[config.mk]
export PLATFORM = sky130hd
export DESIGN_NAME = mesh_root_election_beacon_flat
export DESIGN_NICKNAME = d
export VERILOG_FILES = /design/src/design/mreb_pkg.sv /design/src/design/mreb_if.sv /design/src/design/mreb_front.sv /design/src/design/mreb_queue.sv /design/src/design/mreb_back.sv /design/src/design/mesh_root_election_beacon.sv /design/src/flat_wrapper.sv
export SDC_FILE = /design/constraint.sdc
export NUM_CORES = 1
export LEC_CHECK = 0
export BUFFER_PORTS_ARGS = -buffer_cell sky130_fd_sc_hd__buf_2
export CAP_MARGIN = 15
export CELL_PAD_IN_SITES_DETAIL_PLACEMENT = 0
export CELL_PAD_IN_SITES_GLOBAL_PLACEMENT = 1
export CORE_AREA = 2 2 338 273
export DETAILED_ROUTE_END_ITERATION = 6
export DIE_AREA = 0 0 340 275
export GPL_ROUTABILITY_DRIVEN = 0
export PLACE_DENSITY_LB_ADDON = 0.1
export SKIP_LAST_GASP = 1
export SYNTH_ARGS = -nofsm -noshare
export SYNTH_HDL_FRONTEND = slang
export SYNTH_SLANG_ARGS = --single-unit
export TNS_END_PERCENT = 10
[constraint.sdc]
create_clock -name clk -period 9.8 [get_ports clk]
set_input_delay 1.96 -clock clk [delete_from_list [all_inputs] [get_ports clk]]
set_output_delay 1.96 -clock clk [all_outputs]
set_load 0.02 [all_outputs]
[src/design/mreb_pkg.sv]
// mreb_pkg: shared types and constants for the mesh root election beacon block
// used by every file of the block, depends on nothing
`default_nettype none

package mreb_pkg;

    // widths of the item fields
    localparam int unsigned ID_W   = 32;
    localparam int unsigned SEQ_W  = 16;
    localparam int unsigned HOPS_W = 16;
    localparam int unsigned LEN_W  = 11;
    localparam int unsigned MAC_W  = 48;
    localparam int unsigned TIME_W = 32;
    localparam int unsigned TICK_W = 8;

    // configuration port
    localparam int unsigned CFG_IDX_W  = 2;
    localparam int unsigned CFG_DATA_W = 32;
    localparam logic [CFG_IDX_W-1:0] CFG_OWN_NODE_ID        = 2'd0;
    localparam logic [CFG_IDX_W-1:0] CFG_ROOT_TIMEOUT_TICKS = 2'd1;
    localparam logic [CFG_IDX_W-1:0] CFG_BEACON_PERIOD      = 2'd2;

    // reset values of the configuration registers
    localparam logic [ID_W-1:0]   OWN_NODE_ID_RESET  = 32'd1;
    localparam logic [TICK_W-1:0] ROOT_TIMEOUT_RESET = 8'd5;
    localparam logic [TICK_W-1:0] BEACON_PERIOD_RESET = 8'd3;

    // protocol constants
    localparam logic [SEQ_W-1:0] SEQ_HALF         = 16'h7fff;
    localparam logic [LEN_W-1:0] VALID_BEACON_LEN = 11'd13;

    // command codes of the input item
    localparam logic CMD_BEACON = 1'b0;
    localparam logic CMD_TICK   = 1'b1;

    // action codes of the result item
    typedef enum logic [1:0] {
        ACT_NONE        = 2'd0,
        ACT_REBROADCAST = 2'd1,
        ACT_OWN         = 2'd2
    } action_t;

    // class of a queued item
    typedef enum logic [1:0] {
        KIND_IGNORE = 2'd0,
        KIND_BEACON = 2'd1,
        KIND_TICK   = 2'd2
    } kind_t;

    typedef struct packed {
        logic [ID_W-1:0]   own_node_id;
        logic [TICK_W-1:0] root_timeout_ticks;
        logic [TICK_W-1:0] beacon_period_ticks;
    } cfg_t;

    // classified item passed from the front to the back
    typedef struct packed {
        kind_t             kind;
        logic              feed;
        logic [ID_W-1:0]   root_id;
        logic [SEQ_W-1:0]  seq;
        logic [HOPS_W-1:0] hops_inc;
        logic [ID_W-1:0]   fwd_node_id;
        logic [MAC_W-1:0]  mac;
    } work_t;

endpackage

`default_nettype wire

[src/design/mreb_if.sv]
// mreb_req_if / mreb_rsp_if: valid/ready channels carrying input and result items
// depends on mreb_pkg for the field widths
`default_nettype none

interface mreb_req_if;
    logic                           valid;
    logic                           ready;
    logic                           command;
    logic [mreb_pkg::LEN_W-1:0]     packet_length;
    logic [mreb_pkg::ID_W-1:0]      beacon_root_id;
    logic [mreb_pkg::SEQ_W-1:0]     beacon_seq;
    logic [mreb_pkg::HOPS_W-1:0]    beacon_hops;
    logic [mreb_pkg::ID_W-1:0]      beacon_sender_id;
    logic [mreb_pkg::MAC_W-1:0]     sender_mac;

    modport source (
        output valid, command, packet_length, beacon_root_id, beacon_seq,
               beacon_hops, beacon_sender_id, sender_mac,
        input  ready
    );
    modport sink (
        input  valid, command, packet_length, beacon_root_id, beacon_seq,
               beacon_hops, beacon_sender_id, sender_mac,
        output ready
    );
endinterface

interface mreb_rsp_if;
    logic                           valid;
    logic                           ready;
    logic [1:0]                     action;
    logic [mreb_pkg::ID_W-1:0]      out_root_id;
    logic [mreb_pkg::SEQ_W-1:0]     out_seq;
    logic [mreb_pkg::HOPS_W-1:0]    out_hops;
    logic [mreb_pkg::ID_W-1:0]      out_sender_id;
    logic                           neighbor_feed;
    logic [mreb_pkg::ID_W-1:0]      current_root;
    logic [mreb_pkg::HOPS_W-1:0]    current_hops;
    logic [mreb_pkg::MAC_W-1:0]     current_next_hop;

    modport source (
        output valid, action, out_root_id, out_seq, out_hops, out_sender_id,
               neighbor_feed, current_root, current_hops, current_next_hop,
        input  ready
    );
    modport sink (
        input  valid, action, out_root_id, out_seq, out_hops, out_sender_id,
               neighbor_feed, current_root, current_hops, current_next_hop,
        output ready
    );
endinterface

`default_nettype wire

[src/design/mreb_front.sv]
// mreb_front: accepts input items and classifies them into tick, beacon or ignored
// depends on mreb_pkg and mreb_req_if
`default_nettype none

module mreb_front (
    mreb_req_if.sink                req,
    input  wire mreb_pkg::cfg_t     cfg,
    input  wire logic               q_ready,
    output logic                    push,
    output mreb_pkg::work_t         work
);

    logic len_ok;
    logic foreign_root;

    // accept whenever the queue has room
    assign req.ready = q_ready;
    assign push      = req.valid & q_ready;

    // beacon checks that need no root state
    assign len_ok       = (req.packet_length == mreb_pkg::VALID_BEACON_LEN);
    assign foreign_root = (req.beacon_root_id != cfg.own_node_id);

    // classify and precompute the incremented hop count
    always_comb
    begin
        work.root_id     = req.beacon_root_id;
        work.seq         = req.beacon_seq;
        work.hops_inc    = req.beacon_hops + mreb_pkg::HOPS_W'(1);
        work.fwd_node_id = req.beacon_sender_id;
        work.mac         = req.sender_mac;
        work.feed        = 1'b0;
        if (req.command == mreb_pkg::CMD_TICK)
        begin
            work.kind = mreb_pkg::KIND_TICK;
        end
        else if (len_ok && foreign_root)
        begin
            work.kind = mreb_pkg::KIND_BEACON;
            work.feed = (req.beacon_hops != '0) &&
                        (req.beacon_sender_id != cfg.own_node_id);
        end
        else
        begin
            work.kind = mreb_pkg::KIND_IGNORE;
        end
    end

endmodule

`default_nettype wire

[src/design/mreb_queue.sv]
// mreb_queue: short fifo of classified items between the front and the back
// depends on mreb_pkg
`default_nettype none

module mreb_queue #(
    parameter int unsigned DEPTH = 2
) (
    input  wire logic               clk,
    input  wire logic               rst_n,
    input  wire logic               push,
    input  wire mreb_pkg::work_t    push_work,
    output logic                    not_full,
    input  wire logic               pop,
    output logic                    q_valid,
    output mreb_pkg::work_t         head
);

    localparam int unsigned PTR_W = (DEPTH > 1) ? $clog2(DEPTH) : 1;
    localparam int unsigned CNT_W = $clog2(DEPTH + 1);
    localparam logic [PTR_W-1:0] LAST_PTR = PTR_W'(DEPTH - 1);
    localparam logic [CNT_W-1:0] FULL_CNT = CNT_W'(DEPTH);

    mreb_pkg::work_t  mem [DEPTH];
    logic [PTR_W-1:0] wr_ptr_reg, wr_ptr_next;
    logic [PTR_W-1:0] rd_ptr_reg, rd_ptr_next;
    logic [CNT_W-1:0] count_reg, count_next;

    assign not_full = (count_reg != FULL_CNT);
    assign q_valid  = (count_reg != '0);
    assign head     = mem[rd_ptr_reg];

    // pointer and fill count update
    always_comb
    begin
        wr_ptr_next = wr_ptr_reg;
        rd_ptr_next = rd_ptr_reg;
        count_next  = count_reg;
        if (push)
        begin
            wr_ptr_next = (wr_ptr_reg == LAST_PTR) ? '0 : wr_ptr_reg + PTR_W'(1);
        end
        if (pop)
        begin
            rd_ptr_next = (rd_ptr_reg == LAST_PTR) ? '0 : rd_ptr_reg + PTR_W'(1);
        end
        if (push && !pop)
        begin
            count_next = count_reg + CNT_W'(1);
        end
        else if (pop && !push)
        begin
            count_next = count_reg - CNT_W'(1);
        end
    end

    always_ff @(posedge clk or negedge rst_n)
    begin
        if (!rst_n)
        begin
            wr_ptr_reg <= '0;
            rd_ptr_reg <= '0;
            count_reg  <= '0;
        end
        else
        begin
            wr_ptr_reg <= wr_ptr_next;
            rd_ptr_reg <= rd_ptr_next;
            count_reg  <= count_next;
        end
    end

    // storage
    always_ff @(posedge clk)
    begin
        if (push)
        begin
            mem[wr_ptr_reg] <= push_work;
        end
    end

endmodule

`default_nettype wire

[src/design/mreb_back.sv]
// mreb_back: holds the root state, runs the election and timers, registers results
// depends on mreb_pkg and mreb_rsp_if
`default_nettype none

module mreb_back (
    input  wire logic               clk,
    input  wire logic               rst_n,
    input  wire mreb_pkg::cfg_t     cfg,
    input  wire logic               q_valid,
    input  wire mreb_pkg::work_t    work,
    output logic                    pop,
    mreb_rsp_if.source              rsp
);

    localparam int unsigned ID_W   = mreb_pkg::ID_W;
    localparam int unsigned SEQ_W  = mreb_pkg::SEQ_W;
    localparam int unsigned HOPS_W = mreb_pkg::HOPS_W;
    localparam int unsigned MAC_W  = mreb_pkg::MAC_W;
    localparam int unsigned TIME_W = mreb_pkg::TIME_W;
    localparam int unsigned TICK_W = mreb_pkg::TICK_W;

    // root state
    logic [TIME_W-1:0] time_now_reg,     time_now_next;
    logic [ID_W-1:0]   root_id_reg,      root_id_next;
    logic [SEQ_W-1:0]  root_seq_reg,     root_seq_next;
    logic [HOPS_W-1:0] root_hops_reg,    root_hops_next;
    logic [MAC_W-1:0]  root_nh_reg,      root_nh_next;
    logic [TIME_W-1:0] root_upd_reg,     root_upd_next;
    logic [SEQ_W-1:0]  own_seq_reg,      own_seq_next;
    logic [TIME_W-1:0] last_beacon_reg,  last_beacon_next;
    logic              sent_once_reg,    sent_once_next;

    // result register
    logic              res_valid_reg;
    mreb_pkg::action_t action_reg,  action_next;
    logic [ID_W-1:0]   o_id_reg,    o_id_next;
    logic [SEQ_W-1:0]  o_seq_reg,   o_seq_next;
    logic [HOPS_W-1:0] o_hops_reg,  o_hops_next;
    logic [ID_W-1:0]   o_snd_reg,   o_snd_next;
    logic              feed_reg,    feed_next;
    logic [ID_W-1:0]   cur_id_reg;
    logic [HOPS_W-1:0] cur_hops_reg;
    logic [MAC_W-1:0]  cur_nh_reg;

    // working values
    logic [TIME_W-1:0] tick_time;
    logic              stale;
    logic              self_root;
    logic              send_own;
    logic              id_greater;
    logic              id_equal;
    logic [SEQ_W-1:0]  diff_held_new;
    logic [SEQ_W-1:0]  diff_new_held;
    logic              seq_newer;
    logic              take;

    // next item runs when the result register is free or being drained
    assign pop = q_valid & (~res_valid_reg | rsp.ready);

    // tick timing terms
    assign tick_time = time_now_reg + TIME_W'(1);
    assign stale     = (root_id_reg != cfg.own_node_id) &&
                       ((tick_time - root_upd_reg) >=
                        {{(TIME_W-TICK_W){1'b0}}, cfg.root_timeout_ticks});
    assign self_root = stale || (root_id_reg == cfg.own_node_id);
    assign send_own  = self_root &&
                       !(sent_once_reg && ((tick_time - last_beacon_reg) <
                         {{(TIME_W-TICK_W){1'b0}}, cfg.beacon_period_ticks}));

    // election terms, serial number compare on the sequence
    assign id_greater    = (work.root_id > root_id_reg);
    assign id_equal      = (work.root_id == root_id_reg);
    assign diff_held_new = root_seq_reg - work.seq;
    assign diff_new_held = work.seq - root_seq_reg;
    assign seq_newer     = (root_seq_reg >= work.seq) ? (diff_held_new > mreb_pkg::SEQ_HALF)
                                                      : (diff_new_held < mreb_pkg::SEQ_HALF);
    assign take          = id_greater ||
                           (id_equal && seq_newer && (work.hops_inc <= root_hops_reg));

    // state and result update for the item at the queue head
    always_comb
    begin
        time_now_next    = time_now_reg;
        root_id_next     = root_id_reg;
        root_seq_next    = root_seq_reg;
        root_hops_next   = root_hops_reg;
        root_nh_next     = root_nh_reg;
        root_upd_next    = root_upd_reg;
        own_seq_next     = own_seq_reg;
        last_beacon_next = last_beacon_reg;
        sent_once_next   = sent_once_reg;
        action_next      = mreb_pkg::ACT_NONE;
        o_id_next        = '0;
        o_seq_next       = '0;
        o_hops_next      = '0;
        o_snd_next       = '0;
        feed_next        = work.feed;
        unique case (work.kind)
            mreb_pkg::KIND_TICK:
            begin
                time_now_next = tick_time;
                if (stale)
                begin
                    root_id_next   = cfg.own_node_id;
                    root_seq_next  = '0;
                    root_hops_next = '0;
                    root_nh_next   = '0;
                    root_upd_next  = tick_time;
                end
                if (send_own)
                begin
                    last_beacon_next = tick_time;
                    sent_once_next   = 1'b1;
                    action_next      = mreb_pkg::ACT_OWN;
                    o_id_next        = root_id_next;
                    o_seq_next       = own_seq_reg;
                    own_seq_next     = own_seq_reg + SEQ_W'(1);
                    root_seq_next    = own_seq_reg;
                    root_upd_next    = tick_time;
                end
            end
            mreb_pkg::KIND_BEACON:
            begin
                if (take)
                begin
                    root_id_next   = work.root_id;
                    root_nh_next   = work.mac;
                    root_hops_next = work.hops_inc;
                    root_seq_next  = work.seq;
                    root_upd_next  = time_now_reg;
                    action_next    = mreb_pkg::ACT_REBROADCAST;
                    o_id_next      = work.root_id;
                    o_seq_next     = work.seq;
                    o_hops_next    = work.hops_inc + HOPS_W'(1);
                    o_snd_next     = work.fwd_node_id;
                end
            end
            mreb_pkg::KIND_IGNORE:
            begin
            end
            default:
            begin
            end
        endcase
    end

    // control state and root state
    always_ff @(posedge clk or negedge rst_n)
    begin
        if (!rst_n)
        begin
            time_now_reg    <= '0;
            root_id_reg     <= mreb_pkg::OWN_NODE_ID_RESET;
            root_seq_reg    <= '0;
            root_hops_reg   <= '0;
            root_nh_reg     <= '0;
            root_upd_reg    <= '0;
            own_seq_reg     <= '0;
            last_beacon_reg <= '0;
            sent_once_reg   <= 1'b0;
            res_valid_reg   <= 1'b0;
        end
        else
        begin
            if (pop)
            begin
                time_now_reg    <= time_now_next;
                root_id_reg     <= root_id_next;
                root_seq_reg    <= root_seq_next;
                root_hops_reg   <= root_hops_next;
                root_nh_reg     <= root_nh_next;
                root_upd_reg    <= root_upd_next;
                own_seq_reg     <= own_seq_next;
                last_beacon_reg <= last_beacon_next;
                sent_once_reg   <= sent_once_next;
                res_valid_reg   <= 1'b1;
            end
            else if (rsp.ready)
            begin
                res_valid_reg <= 1'b0;
            end
        end
    end

    // result payload
    always_ff @(posedge clk)
    begin
        if (pop)
        begin
            action_reg   <= action_next;
            o_id_reg     <= o_id_next;
            o_seq_reg    <= o_seq_next;
            o_hops_reg   <= o_hops_next;
            o_snd_reg    <= o_snd_next;
            feed_reg     <= feed_next;
            cur_id_reg   <= root_id_next;
            cur_hops_reg <= root_hops_next;
            cur_nh_reg   <= root_nh_next;
        end
    end

    assign rsp.valid            = res_valid_reg;
    assign rsp.action           = action_reg;
    assign rsp.out_root_id      = o_id_reg;
    assign rsp.out_seq          = o_seq_reg;
    assign rsp.out_hops         = o_hops_reg;
    assign rsp.out_sender_id    = o_snd_reg;
    assign rsp.neighbor_feed    = feed_reg;
    assign rsp.current_root     = cur_id_reg;
    assign rsp.current_hops     = cur_hops_reg;
    assign rsp.current_next_hop = cur_nh_reg;

endmodule

`default_nettype wire

[src/design/mesh_root_election_beacon.sv]
// mesh_root_election_beacon: top level, configuration registers and block wiring
// depends on mreb_pkg, mreb_if, mreb_front, mreb_queue, mreb_back
//
// Root election by highest node id with 16-bit serial sequence numbers. Each
// input item is a received root beacon (command 0) or a one-second tick
// (command 1) and gives exactly one result item: the beacon to send, if any,
// the neighbor feed flag and the root held afterwards. The block takes one item
// per clock while the queue has room; the back end updates the root state for
// one item per cycle while its result register is free or drained. A short queue
// between the classifying front end and the back end, and the result register,
// let either side stall without stopping the other. The configuration registers
// (own node id, root timeout, beacon period) must be written by the user through
// cfg_we/cfg_index/cfg_data only while no item is in flight; it is not enforced.
// An index beyond the register list is ignored. No clearing pass follows reset.
`default_nettype none

module mesh_root_election_beacon #(
    parameter int unsigned QUEUE_DEPTH = 2
) (
    input  wire logic                               clk,
    input  wire logic                               rst_n,
    mreb_req_if.sink                                req,
    mreb_rsp_if.source                              rsp,
    input  wire logic                               cfg_we,
    input  wire logic [mreb_pkg::CFG_IDX_W-1:0]     cfg_index,
    input  wire logic [mreb_pkg::CFG_DATA_W-1:0]    cfg_data
);

    mreb_pkg::cfg_t  cfg_reg;
    mreb_pkg::work_t push_work;
    mreb_pkg::work_t head_work;
    logic            push;
    logic            q_not_full;
    logic            q_valid;
    logic            pop;

    // configuration registers
    always_ff @(posedge clk or negedge rst_n)
    begin
        if (!rst_n)
        begin
            cfg_reg.own_node_id         <= mreb_pkg::OWN_NODE_ID_RESET;
            cfg_reg.root_timeout_ticks  <= mreb_pkg::ROOT_TIMEOUT_RESET;
            cfg_reg.beacon_period_ticks <= mreb_pkg::BEACON_PERIOD_RESET;
        end
        else if (cfg_we)
        begin
            unique case (cfg_index)
                mreb_pkg::CFG_OWN_NODE_ID:
                begin
                    cfg_reg.own_node_id <= cfg_data[mreb_pkg::ID_W-1:0];
                end
                mreb_pkg::CFG_ROOT_TIMEOUT_TICKS:
                begin
                    cfg_reg.root_timeout_ticks <= cfg_data[mreb_pkg::TICK_W-1:0];
                end
                mreb_pkg::CFG_BEACON_PERIOD:
                begin
                    cfg_reg.beacon_period_ticks <= cfg_data[mreb_pkg::TICK_W-1:0];
                end
                default:
                begin
                end
            endcase
        end
    end

    // front end: accept and classify
    mreb_front u_front (
        .req     (req),
        .cfg     (cfg_reg),
        .q_ready (q_not_full),
        .push    (push),
        .work    (push_work)
    );

    // queue between front and back
    mreb_queue #(
        .DEPTH (QUEUE_DEPTH)
    ) u_queue (
        .clk       (clk),
        .rst_n     (rst_n),
        .push      (push),
        .push_work (push_work),
        .not_full  (q_not_full),
        .pop       (pop),
        .q_valid   (q_valid),
        .head      (head_work)
    );

    // back end: election, timers, result register
    mreb_back u_back (
        .clk     (clk),
        .rst_n   (rst_n),
        .cfg     (cfg_reg),
        .q_valid (q_valid),
        .work    (head_work),
        .pop     (pop),
        .rsp     (rsp)
    );

`ifndef SYNTH
    // an accepted item is waiting in the queue at the next edge
    a_push_lands: assert property (@(posedge clk) disable iff (!rst_n)
        push |=> q_valid)
        else $error("accepted item missing from queue");

    // an own beacon carries no hops and no sender
    a_own_beacon_fields: assert property (@(posedge clk) disable iff (!rst_n)
        (rsp.valid && (rsp.action == mreb_pkg::ACT_OWN)) |->
        ((rsp.out_hops == '0) && (rsp.out_sender_id == '0)))
        else $error("own beacon with nonzero hops or sender");

    // a rebroadcast reflects the root just taken, one hop further
    a_rebroadcast_root: assert property (@(posedge clk) disable iff (!rst_n)
        (rsp.valid && (rsp.action == mreb_pkg::ACT_REBROADCAST)) |->
        ((rsp.current_root == rsp.out_root_id) &&
         (rsp.out_hops == (rsp.current_hops + mreb_pkg::HOPS_W'(1)))))
        else $error("rebroadcast does not match held root");
`endif

endmodule

`default_nettype wire

[src/flat_wrapper.sv]
// flat-port wrapper written by rule: the top's interface ports become plain ports
module mesh_root_election_beacon_flat 
#(
    parameter int unsigned QUEUE_DEPTH = 2
)
  (clk, rst_n, cfg_we, cfg_index, cfg_data, req_valid, req_command, req_packet_length, req_beacon_root_id, req_beacon_seq, req_beacon_hops, req_beacon_sender_id, req_sender_mac, req_ready, rsp_valid, rsp_action, rsp_out_root_id, rsp_out_seq, rsp_out_hops, rsp_out_sender_id, rsp_neighbor_feed, rsp_current_root, rsp_current_hops, rsp_current_next_hop, rsp_ready);
  mreb_req_if req_i ();
  mreb_rsp_if rsp_i ();
  input  wire logic clk;
  input  wire logic rst_n;
  input  wire logic cfg_we;
  input  wire logic [mreb_pkg::CFG_IDX_W-1:0] cfg_index;
  input  wire logic [mreb_pkg::CFG_DATA_W-1:0] cfg_data;
  input wire logic [$bits(req_i.valid)-1:0] req_valid;
  input wire logic [$bits(req_i.command)-1:0] req_command;
  input wire logic [$bits(req_i.packet_length)-1:0] req_packet_length;
  input wire logic [$bits(req_i.beacon_root_id)-1:0] req_beacon_root_id;
  input wire logic [$bits(req_i.beacon_seq)-1:0] req_beacon_seq;
  input wire logic [$bits(req_i.beacon_hops)-1:0] req_beacon_hops;
  input wire logic [$bits(req_i.beacon_sender_id)-1:0] req_beacon_sender_id;
  input wire logic [$bits(req_i.sender_mac)-1:0] req_sender_mac;
  output wire logic [$bits(req_i.ready)-1:0] req_ready;
  output wire logic [$bits(rsp_i.valid)-1:0] rsp_valid;
  output wire logic [$bits(rsp_i.action)-1:0] rsp_action;
  output wire logic [$bits(rsp_i.out_root_id)-1:0] rsp_out_root_id;
  output wire logic [$bits(rsp_i.out_seq)-1:0] rsp_out_seq;
  output wire logic [$bits(rsp_i.out_hops)-1:0] rsp_out_hops;
  output wire logic [$bits(rsp_i.out_sender_id)-1:0] rsp_out_sender_id;
  output wire logic [$bits(rsp_i.neighbor_feed)-1:0] rsp_neighbor_feed;
  output wire logic [$bits(rsp_i.current_root)-1:0] rsp_current_root;
  output wire logic [$bits(rsp_i.current_hops)-1:0] rsp_current_hops;
  output wire logic [$bits(rsp_i.current_next_hop)-1:0] rsp_current_next_hop;
  input wire logic [$bits(rsp_i.ready)-1:0] rsp_ready;
  assign req_i.valid = req_valid;
  assign req_i.command = req_command;
  assign req_i.packet_length = req_packet_length;
  assign req_i.beacon_root_id = req_beacon_root_id;
  assign req_i.beacon_seq = req_beacon_seq;
  assign req_i.beacon_hops = req_beacon_hops;
  assign req_i.beacon_sender_id = req_beacon_sender_id;
  assign req_i.sender_mac = req_sender_mac;
  assign req_ready = req_i.ready;
  assign rsp_valid = rsp_i.valid;
  assign rsp_action = rsp_i.action;
  assign rsp_out_root_id = rsp_i.out_root_id;
  assign rsp_out_seq = rsp_i.out_seq;
  assign rsp_out_hops = rsp_i.out_hops;
  assign rsp_out_sender_id = rsp_i.out_sender_id;
  assign rsp_neighbor_feed = rsp_i.neighbor_feed;
  assign rsp_current_root = rsp_i.current_root;
  assign rsp_current_hops = rsp_i.current_hops;
  assign rsp_current_next_hop = rsp_i.current_next_hop;
  assign rsp_i.ready = rsp_ready;
  mesh_root_election_beacon #(.QUEUE_DEPTH(QUEUE_DEPTH)) u_core (.clk(clk), .rst_n(rst_n), .req(req_i), .rsp(rsp_i), .cfg_we(cfg_we), .cfg_index(cfg_index), .cfg_data(cfg_data));
endmodule
==> impl_summary.log, run 1 <==
INFO  metric status = complete, no violations
INFO  metric power.switching_fraction = 40.58%
INFO  metric tritoncts_buffer_count = 83
INFO  metric cp_bufs_invs = 2
INFO  metric largest_register_ffs = 294
INFO  metric fin_clk_skew = 0.02901 ns
INFO  metric htree_num_levels = 3
INFO  metric global_route.usage.met2 = 34.99%
INFO  metric timing.max_slew.rel_slack = 24.58%
INFO  metric p_int = 8.624 mW
INFO  metric mappedNetlistArea = 39440 µm²
INFO  metric drc = 0
INFO  metric global_route_wire_length_before_repair = 168800 µm
INFO  metric p_leak = 19.21 nW
INFO  metric io_pins = 392
INFO  metric post_cts_resized = 0
INFO  metric synth.top_cell.area_share = 37.24%
INFO  metric timing.hold.worst.start = u_core.u_back.sent_once_reg$_DFFE_PN0P_
INFO  metric initial_core_util = 43.67%
INFO  metric dp_hpwl = 79260 µm
INFO  metric io_buffers = 391
INFO  metric crit_arrival = 8.35 ns
INFO  metric clkTransAtPathRegs = 0.06 ns
INFO  metric finalWorstPathRequiredPeriod = 7.864 ns
INFO  metric dieHeight = 275 µm
INFO  metric cts_sinks = 767
INFO  metric power_switching = 5.891 mW
INFO  metric post-synth-top-area-cell = edfxtp_1
INFO  metric synth.top_cells.by_area = edfxtp_1, dfrtp_1, mux2i_1
INFO  metric grt_pass1_vias = 26750
INFO  metric timing.critical_path.cells = ha_1 -> and3_1 -> nand4_1 -> nor2_1 -> nand3_1 -> nor3_1 -> xor2_1 -> ha_1 -> inv_1 -> a221o_1 -> a2111oi_0 -> o221ai_1 -> nor4_1 -> and4b_1 -> nand4_1 -> nand2b_2 -> a211o_4 -> buf_4 -> o2bb2ai_1
INFO  metric rsz0062_at_grt = no
INFO  metric post_cts_hold_buffers = 0
INFO  metric wirelength = 113300 µm
INFO  metric hold_class = register to register
INFO  metric syn_area_per_cell = 11.92 µm²
INFO  metric core_region_area = 90300 µm²
INFO  metric worst_r2r_startpoint = u_core.u_back.time_now_reg[0]$_DFFE_PN0P_
INFO  metric cpMaxStageDelayCell = nor3_1
INFO  metric rr_endpoint = u_core.u_back.rsp.current_next_hop[23]$_DFFE_PP_
INFO  metric detailedRoute.firstPassIterationCount = 5
INFO  metric gr-usage-met3 = 4.485%
INFO  metric synth.distinct_cells = 92
INFO  metric timing.final.hold_violations = 0
INFO  metric maxCapViolations = 0
INFO  metric detail-route-antenna-nets = 0
INFO  metric area_growth = 14.58%
INFO  metric crit_required = 10.28 ns
INFO  metric post-cts-setup-buffers = 0
INFO  metric clock_insertion_delay_worst_skew = 0.65 ns
INFO  metric post_synth_edffs = 489
INFO  metric post-route-period-util = 80.24%
INFO  metric crit_path_end_kind = register
INFO  metric most_used_standard_cell_by_instance_count_after_synthesis = edfxtp_1
INFO  metric viasPerCell = 5.647
INFO  metric floorplan.rows = 99
INFO  metric drt-wirelength-per-cell = 23.15 µm
INFO  metric detailroute.via_count = 27640
INFO  metric slowest_delay = 0.96 ns
INFO  metric element_type_at_the_critical_path_start = register
INFO  metric async_reset_ff_share = 36.25%
INFO  metric mappedNetlistNets = 3672
INFO  metric peakVddDrop = 274.7 µV
INFO  metric groute.layer.met1.usage = 35.36%
INFO  metric cts_buffer_depth = 3
INFO  metric synth_top_flop_cell = edfxtp_1
INFO  metric fin_setup_tns = 0 ns
INFO  metric grt_antenna_before_repair = 9
INFO  metric timing.reg2reg.setup_slack = 1.94 ns
INFO  metric max_flop_register = u_core.u_queue.mem
INFO  metric timing.critical_path.fanout_max = 69
INFO  metric comb_power_share = 42.7%
INFO  metric layout.nets = 3973
INFO  metric power_frac_clock = 22.3%
INFO  metric timing.critical_path.from = u_core.u_back.time_now_reg[0]$_DFFE_PN0P_
INFO  metric tritoncts = yes
INFO  metric post_synth_most_frequent_cells = edfxtp_1, dfrtp_1, inv_1
INFO  metric post_synth_inst_count = 3309
INFO  metric final_layout_size_suffix_gt1_share = 18.36%
INFO  metric die_w = 340 µm
INFO  metric flip_flop_and_latch_count_after_synthesis = 767
INFO  metric grt_overflow_total = 0
INFO  metric powerDensity = 321.2 nW/µm²
INFO  metric final_max_slew_viol_count = 0
INFO  metric transition_time_at_the_pin_with_the_least_slew_margin = 1.117 ns
INFO  metric top_usage_layer = met1
INFO  metric seqPwrFrac = 35.0%
INFO  metric ys_seq_area_share = 54.90%
INFO  metric crit_family = simple AND/OR/NAND/NOR gates
INFO  metric timing.final.setup_violations = 0
INFO  metric grt_max_degree = 125
INFO  metric max_freq = 127.2 MHz
INFO  metric grt_use_total = 23.59%
INFO  metric whs_path_depth = 1
INFO  metric worstRegToRegCells = 19
INFO  metric design.die.area = 93500 µm²
INFO  metric clock-root-buffer = clkbuf_16
INFO  metric criticalPathCategory = register to register
INFO  metric holdWs = 0.4729 ns
INFO  metric synth-warning-count = 0
INFO  metric detail_route.iter0.violations = 2363
INFO  metric timing.hold.worst_endpoint = u_core.u_back.sent_once_reg$_DFFE_PN0P_
[placed cells by master, fill, tap and decap left out, types with 25 or more instances in the layout]
cell type / instances
a21o_1: 44
a21oi_1: 112
a221o_1: 64
a22o_1: 30
and3_1: 29
buf_2: 390
clkbuf_16: 84
dfrtp_1: 271
edfxtp_1: 489
ha_1: 164
inv_1: 238
mux2_2: 88
mux2i_1: 209
nand2_1: 138
nand2b_1: 25
nand3_1: 52
nand4_1: 69
nor2_1: 220
nor3_1: 81
nor4_1: 29
o21ai_0: 54
o22ai_1: 52
o2bb2ai_1: 113
xnor2_1: 179
xor2_1: 91
[per-stage QoR]
step	power, mW	utilization (%)	instances	cell area (µm²)	setup slack [ns]
6_report	14.52	50.04	4894	45180	1.936
5_1_grt	15.34	50.04	4894	45180	1.391
4_1_cts	14.58	50.03	4893	45180	2.018
3_5_place_dp	11.30	46.90	4737	42350	2.039
3_3_place_gp	11.21	46.90	4737	42350	2.288
2_1_floorplan	9.345	-	3309	39440	0.9852
[cells by family after synthesis]
group                    count (synthesis)  synth area share, %
AO/OA/AOI/OAI                          624                11.76
buffers and inverters                  442                4.550
multiplexers                           319                8.446
adder cells (fa/ha/maj)                168                5.406
XOR/XNOR                               271                6.054
flip-flops                             767                54.90
AND/OR/NAND/NOR                        718                8.893
[how the worst max path moves through the flow]
stage                                                            end  slack [ns]  depth (start not counted)
global route                 u_core.u_back.rsp.out_seq[14]$_DFFE_PP_        1.39                         19
CTS                          u_core.u_back.rsp.out_seq[14]$_DFFE_PP_        2.02                         19
finish              u_core.u_back.rsp.current_next_hop[23]$_DFFE_PP_        1.94                         19
global placement             u_core.u_back.rsp.out_seq[12]$_DFFE_PP_        2.29                         20
floorplan                         u_core.u_queue.mem[0][0]$_DFFE_PP_        0.99                          2
detailed placement           u_core.u_back.rsp.out_seq[14]$_DFFE_PP_        2.04                         19
[power groups by stage]
stage               sequential, mW  combinational, mW  clock (mW)
floorplan                     5.48               3.86           0
global placement              5.12               6.09           0
detailed placement            5.14               6.16           0
CTS                           5.09               6.20        3.30
global route                  5.17               6.75        3.43
finish                        5.08               6.20        3.23
[final cells by class]
class,count,area [µm²]
Fill cell,8074,45120
Sequential cell,767,21650
Multi-Input combinational cell,2100,16080
Clock buffer,114,2335
Timing Repair Buffer,417,2187
Tap cell,1212,1516
Inverter,241,912.1
Clock inverter,42,495.5
Antenna cell,1,2.502
[routing by layer]
layer	share of wire, %	wire length [µm]
met1	47	53550
met2	44	49350
met3	6.7	7557
met4	2.5	2801
met5	0.044	50
Note: power is estimated with default switching activity, not from simulation.
==> run 2, diff against run 1 <==
clock period = 7.4 ns   (was 9.8 ns; I/O delays follow)
==> run 2 against run 1 <==
First-iteration DRC count shrank 4.9%. Die area unchanged. Clock skew is 0.0084 ns higher. Fmax rose by 14%. Via count is 0.19% lower. Combinational power rose by 34%. Core utilization grew 0.060 points. Routed wire length about the same.
==> impl_summary.log, run 2 (same netlist as run 1, synthesis figures left out) <==
INFO  metric status = complete, no violations
INFO  metric criticalPathCategory = register to register
INFO  metric timing.critical_path.cells = ha_1 -> and3_1 -> nand4_1 -> nor2_1 -> nand3_1 -> nor3_1 -> buf_4 -> nand3_1 -> xnor2_1 -> ha_1 -> nand2_1 -> o21ai_0 -> nor2_1 -> a2111o_1 -> nor4_1 -> nand4_1 -> o41ai_4 -> buf_4 -> o22ai_1 -> mux2_1
INFO  metric drc = 0 (unchanged)
INFO  metric cts_sinks = 767 (unchanged)
INFO  metric dp_hpwl = 79020 µm (-0.30%)
INFO  metric max_flop_register = u_core.u_queue.mem
INFO  metric io_pins = 392 (unchanged)
INFO  metric crit_path_end_kind = register
INFO  metric final-instance-count-excl-fill = 4898 (+0.082%)
INFO  metric timing.critical_path.fanout_max = 32 (-54%)
INFO  metric post_cts_resized = 0 (unchanged)
INFO  metric multiInputGateArea = 16080 µm² (unchanged)
INFO  metric power_frac_clock = 21.8% (-0.5 points)
INFO  metric fin_clk_skew = 0.03742 ns (+0.008408 ns)
INFO  metric grt_overflow_total = 0 (unchanged)
INFO  metric most_common_library_cell_in_the_layout_ignoring_fill_and_taps = edfxtp_1
INFO  metric largest_register_ffs = 294 (unchanged)
INFO  metric design.die.area = 93500 µm² (unchanged)
INFO  metric fillerInstances = 8060 (-0.17%)
INFO  metric slowest_delay = 0.52 ns (-0.44 ns)
INFO  metric maxCapViolations = 0 (unchanged)
INFO  metric post_cts_hold_buffers = 0 (unchanged)
INFO  metric hold_class = register to register
INFO  metric finalWorstPathRequiredPeriod = 6.878 ns (-0.9853 ns)
INFO  metric viasPerCell = 5.632 (-0.27%)
INFO  metric clkTransAtPathRegs = 0.06 ns (about the same)
INFO  metric tritoncts = yes
INFO  metric core_region_area = 90300 µm² (unchanged)
INFO  metric max_freq = 145.4 MHz (+14%)
INFO  metric detailedRoute.firstPassIterationCount = 7 (+2)
INFO  metric report.power.total = 19.20 mW (+32%)
INFO  metric clock-root-buffer = clkbuf_16
INFO  metric power.switching_fraction = 40.57% (about the same)
INFO  metric detail_route.iter0.violations = 2247 (-4.9%)
INFO  metric grt_use_total = 23.56% (-0.030 points)
INFO  metric p_int = 11.41 mW (+32%)
INFO  metric global_route_wire_length_before_repair = 168400 µm (-0.25%)
INFO  metric post-cts-setup-buffers = 0 (unchanged)
INFO  metric finish.utilization = 50.10% (+0.060 points)
INFO  metric rsz0062_at_grt = no
INFO  metric floorplan.rows = 99 (unchanged)
INFO  metric transition_time_at_the_pin_with_the_least_slew_margin = 1.065 ns (-0.05206 ns)
INFO  metric seqPwrFrac = 34.9% (about the same)
INFO  metric cpMaxStageDelayCell = dfrtp_1
INFO  metric clock_insertion_delay_worst_skew = 0.67 ns (+0.02 ns)
INFO  metric timing.max_slew.rel_slack = 28.83% (+4.2 points)
INFO  metric timing.final.hold_violations = 0 (unchanged)
INFO  metric timing.final.setup_violations = 0 (unchanged)
INFO  metric power_switching = 7.789 mW (+32%)
INFO  metric final_layout_size_suffix_gt1_share = 18.38% (about the same)
INFO  metric powerDensity = 424.4 nW/µm² (+32%)
INFO  metric post-route-period-util = 92.95% (+13 points)
INFO  metric cts_buffer_depth = 3 (unchanged)
INFO  metric detail-route-antenna-nets = 0 (unchanged)
INFO  metric detailroute.via_count = 27590 (-0.19%)
INFO  metric p_leak = 19.23 nW (+0.13%)
INFO  metric seqCellArea = 21650 µm² (unchanged)
INFO  metric crit_arrival = 7.43 ns (-0.92 ns)
INFO  metric wirelength = 113300 µm (about the same)
INFO  metric drt-wirelength-per-cell = 23.14 µm (about the same)
INFO  metric numPlacedInstances = 4742 (+0.11%)
INFO  metric crit_required = 7.95 ns (-2.33 ns)
INFO  metric area_growth = 14.71%
INFO  metric dieHeight = 275 µm (unchanged)
INFO  metric fin_setup_tns = 0 ns (unchanged)
INFO  metric grt_max_degree = 145 (+16%)
INFO  metric htree_num_levels = 3 (unchanged)
INFO  metric initial_core_util = 43.67% (unchanged)
INFO  metric die_w = 340 µm (unchanged)
INFO  metric final_max_slew_viol_count = 0 (unchanged)
INFO  metric peakVddDrop = 315.5 µV (+15%)
INFO  metric comb_power_share = 43.3% (+0.6 points)
INFO  metric grt_pass1_vias = 26810 (+0.25%)
INFO  metric leading_cell_types_in_the_layout_fill_and_taps_excluded = edfxtp_1, buf_2, dfrtp_1
INFO  metric grt_antenna_before_repair = 8 (-1)
INFO  metric element_type_at_the_critical_path_start = register
INFO  metric io_buffers = 391 (unchanged)
INFO  metric tritoncts_buffer_count = 82 (-1.2%)
INFO  metric layout.nets = 3978 (+0.13%)
[run 2: final cells by class]
| cell class | instances | share of cell area (%) |
|---|---|---|
| clock buffers | 113 | 5.015 |
| flip-flops and latches | 767 | 47.86 |
| repair buffers | 423 | 5.122 |
| clock inverters | 39 | 1.062 |
| diodes | 3 | 0.01660 |
| inverters | 241 | 2.016 |
| well taps | 1212 | 3.352 |
| multi-input cells | 2100 | 35.55 |
[run 2: final timing paths]
kind                                                           start  slack, ns  cells past startpoint                                    endpoint
max                        u_core.u_back.time_now_reg[0]$_DFFE_PN0P_       0.52                     20  u_core.u_back.root_seq_reg[15]$_DFFE_PN0P_
min                          u_core.u_back.sent_once_reg$_DFFE_PN0P_       0.47                      1     u_core.u_back.sent_once_reg$_DFFE_PN0P_
max reg2reg                u_core.u_back.time_now_reg[0]$_DFFE_PN0P_       0.52                     20  u_core.u_back.root_seq_reg[15]$_DFFE_PN0P_
min reg2reg                  u_core.u_back.sent_once_reg$_DFFE_PN0P_       0.47                      1     u_core.u_back.sent_once_reg$_DFFE_PN0P_
max in group asynchronous                                      rst_n       5.23                      2  u_core.u_back.root_upd_reg[21]$_DFFE_PN0P_
min in group asynchronous                                      rst_n       0.80                      1   u_core.u_back.time_now_reg[5]$_DFFE_PN0P_
[run 2: power by group through the flow]
stage               clock network, mW  logic (mW)  registers (mW)
finish                           4.19        8.31            6.70
global route                     4.45        9.03            6.81
CTS                              4.29        8.30            6.70
detailed placement                  0        8.26            6.77
global placement                    0        8.17            6.74
floorplan                           0        5.11            7.24
[run 2: per-layer routing]
metal | global-route usage, % | vias up | wire [µm]
li1 | - | 12780 | -
met1 | 35.09 | 13690 | 52990
met2 | 35.78 | 978 | 50480
met3 | 4.326 | 136 | 7582
met4 | 5.158 | 4 | 2245
met5 | 0 | - | 27
[run 2: critical path: cells and delay by family (launching register included)]
family,cells,cell delay (ns)
buffers and inverters,2,0.68
xor gates and xnor gates,1,0.39
AOI/OAI and AO/OA,4,1.56
DFF,1,0.52
adders and majority gates,2,0.68
muxes,1,0.32
and+or+nand+nor,10,2.57
[run 2: stage by stage]
step	hold WS, ns	setup slack, ns	area (µm²)
2_1_floorplan	0.4395	0.01491	39440
6_report	0.4690	0.5216	45240
3_3_place_gp	0.4672	0.7013	42480
4_1_cts	0.4740	0.6107	45220
5_1_grt	0.5014	0.05171	45230
3_5_place_dp	0.4587	0.6659	42480
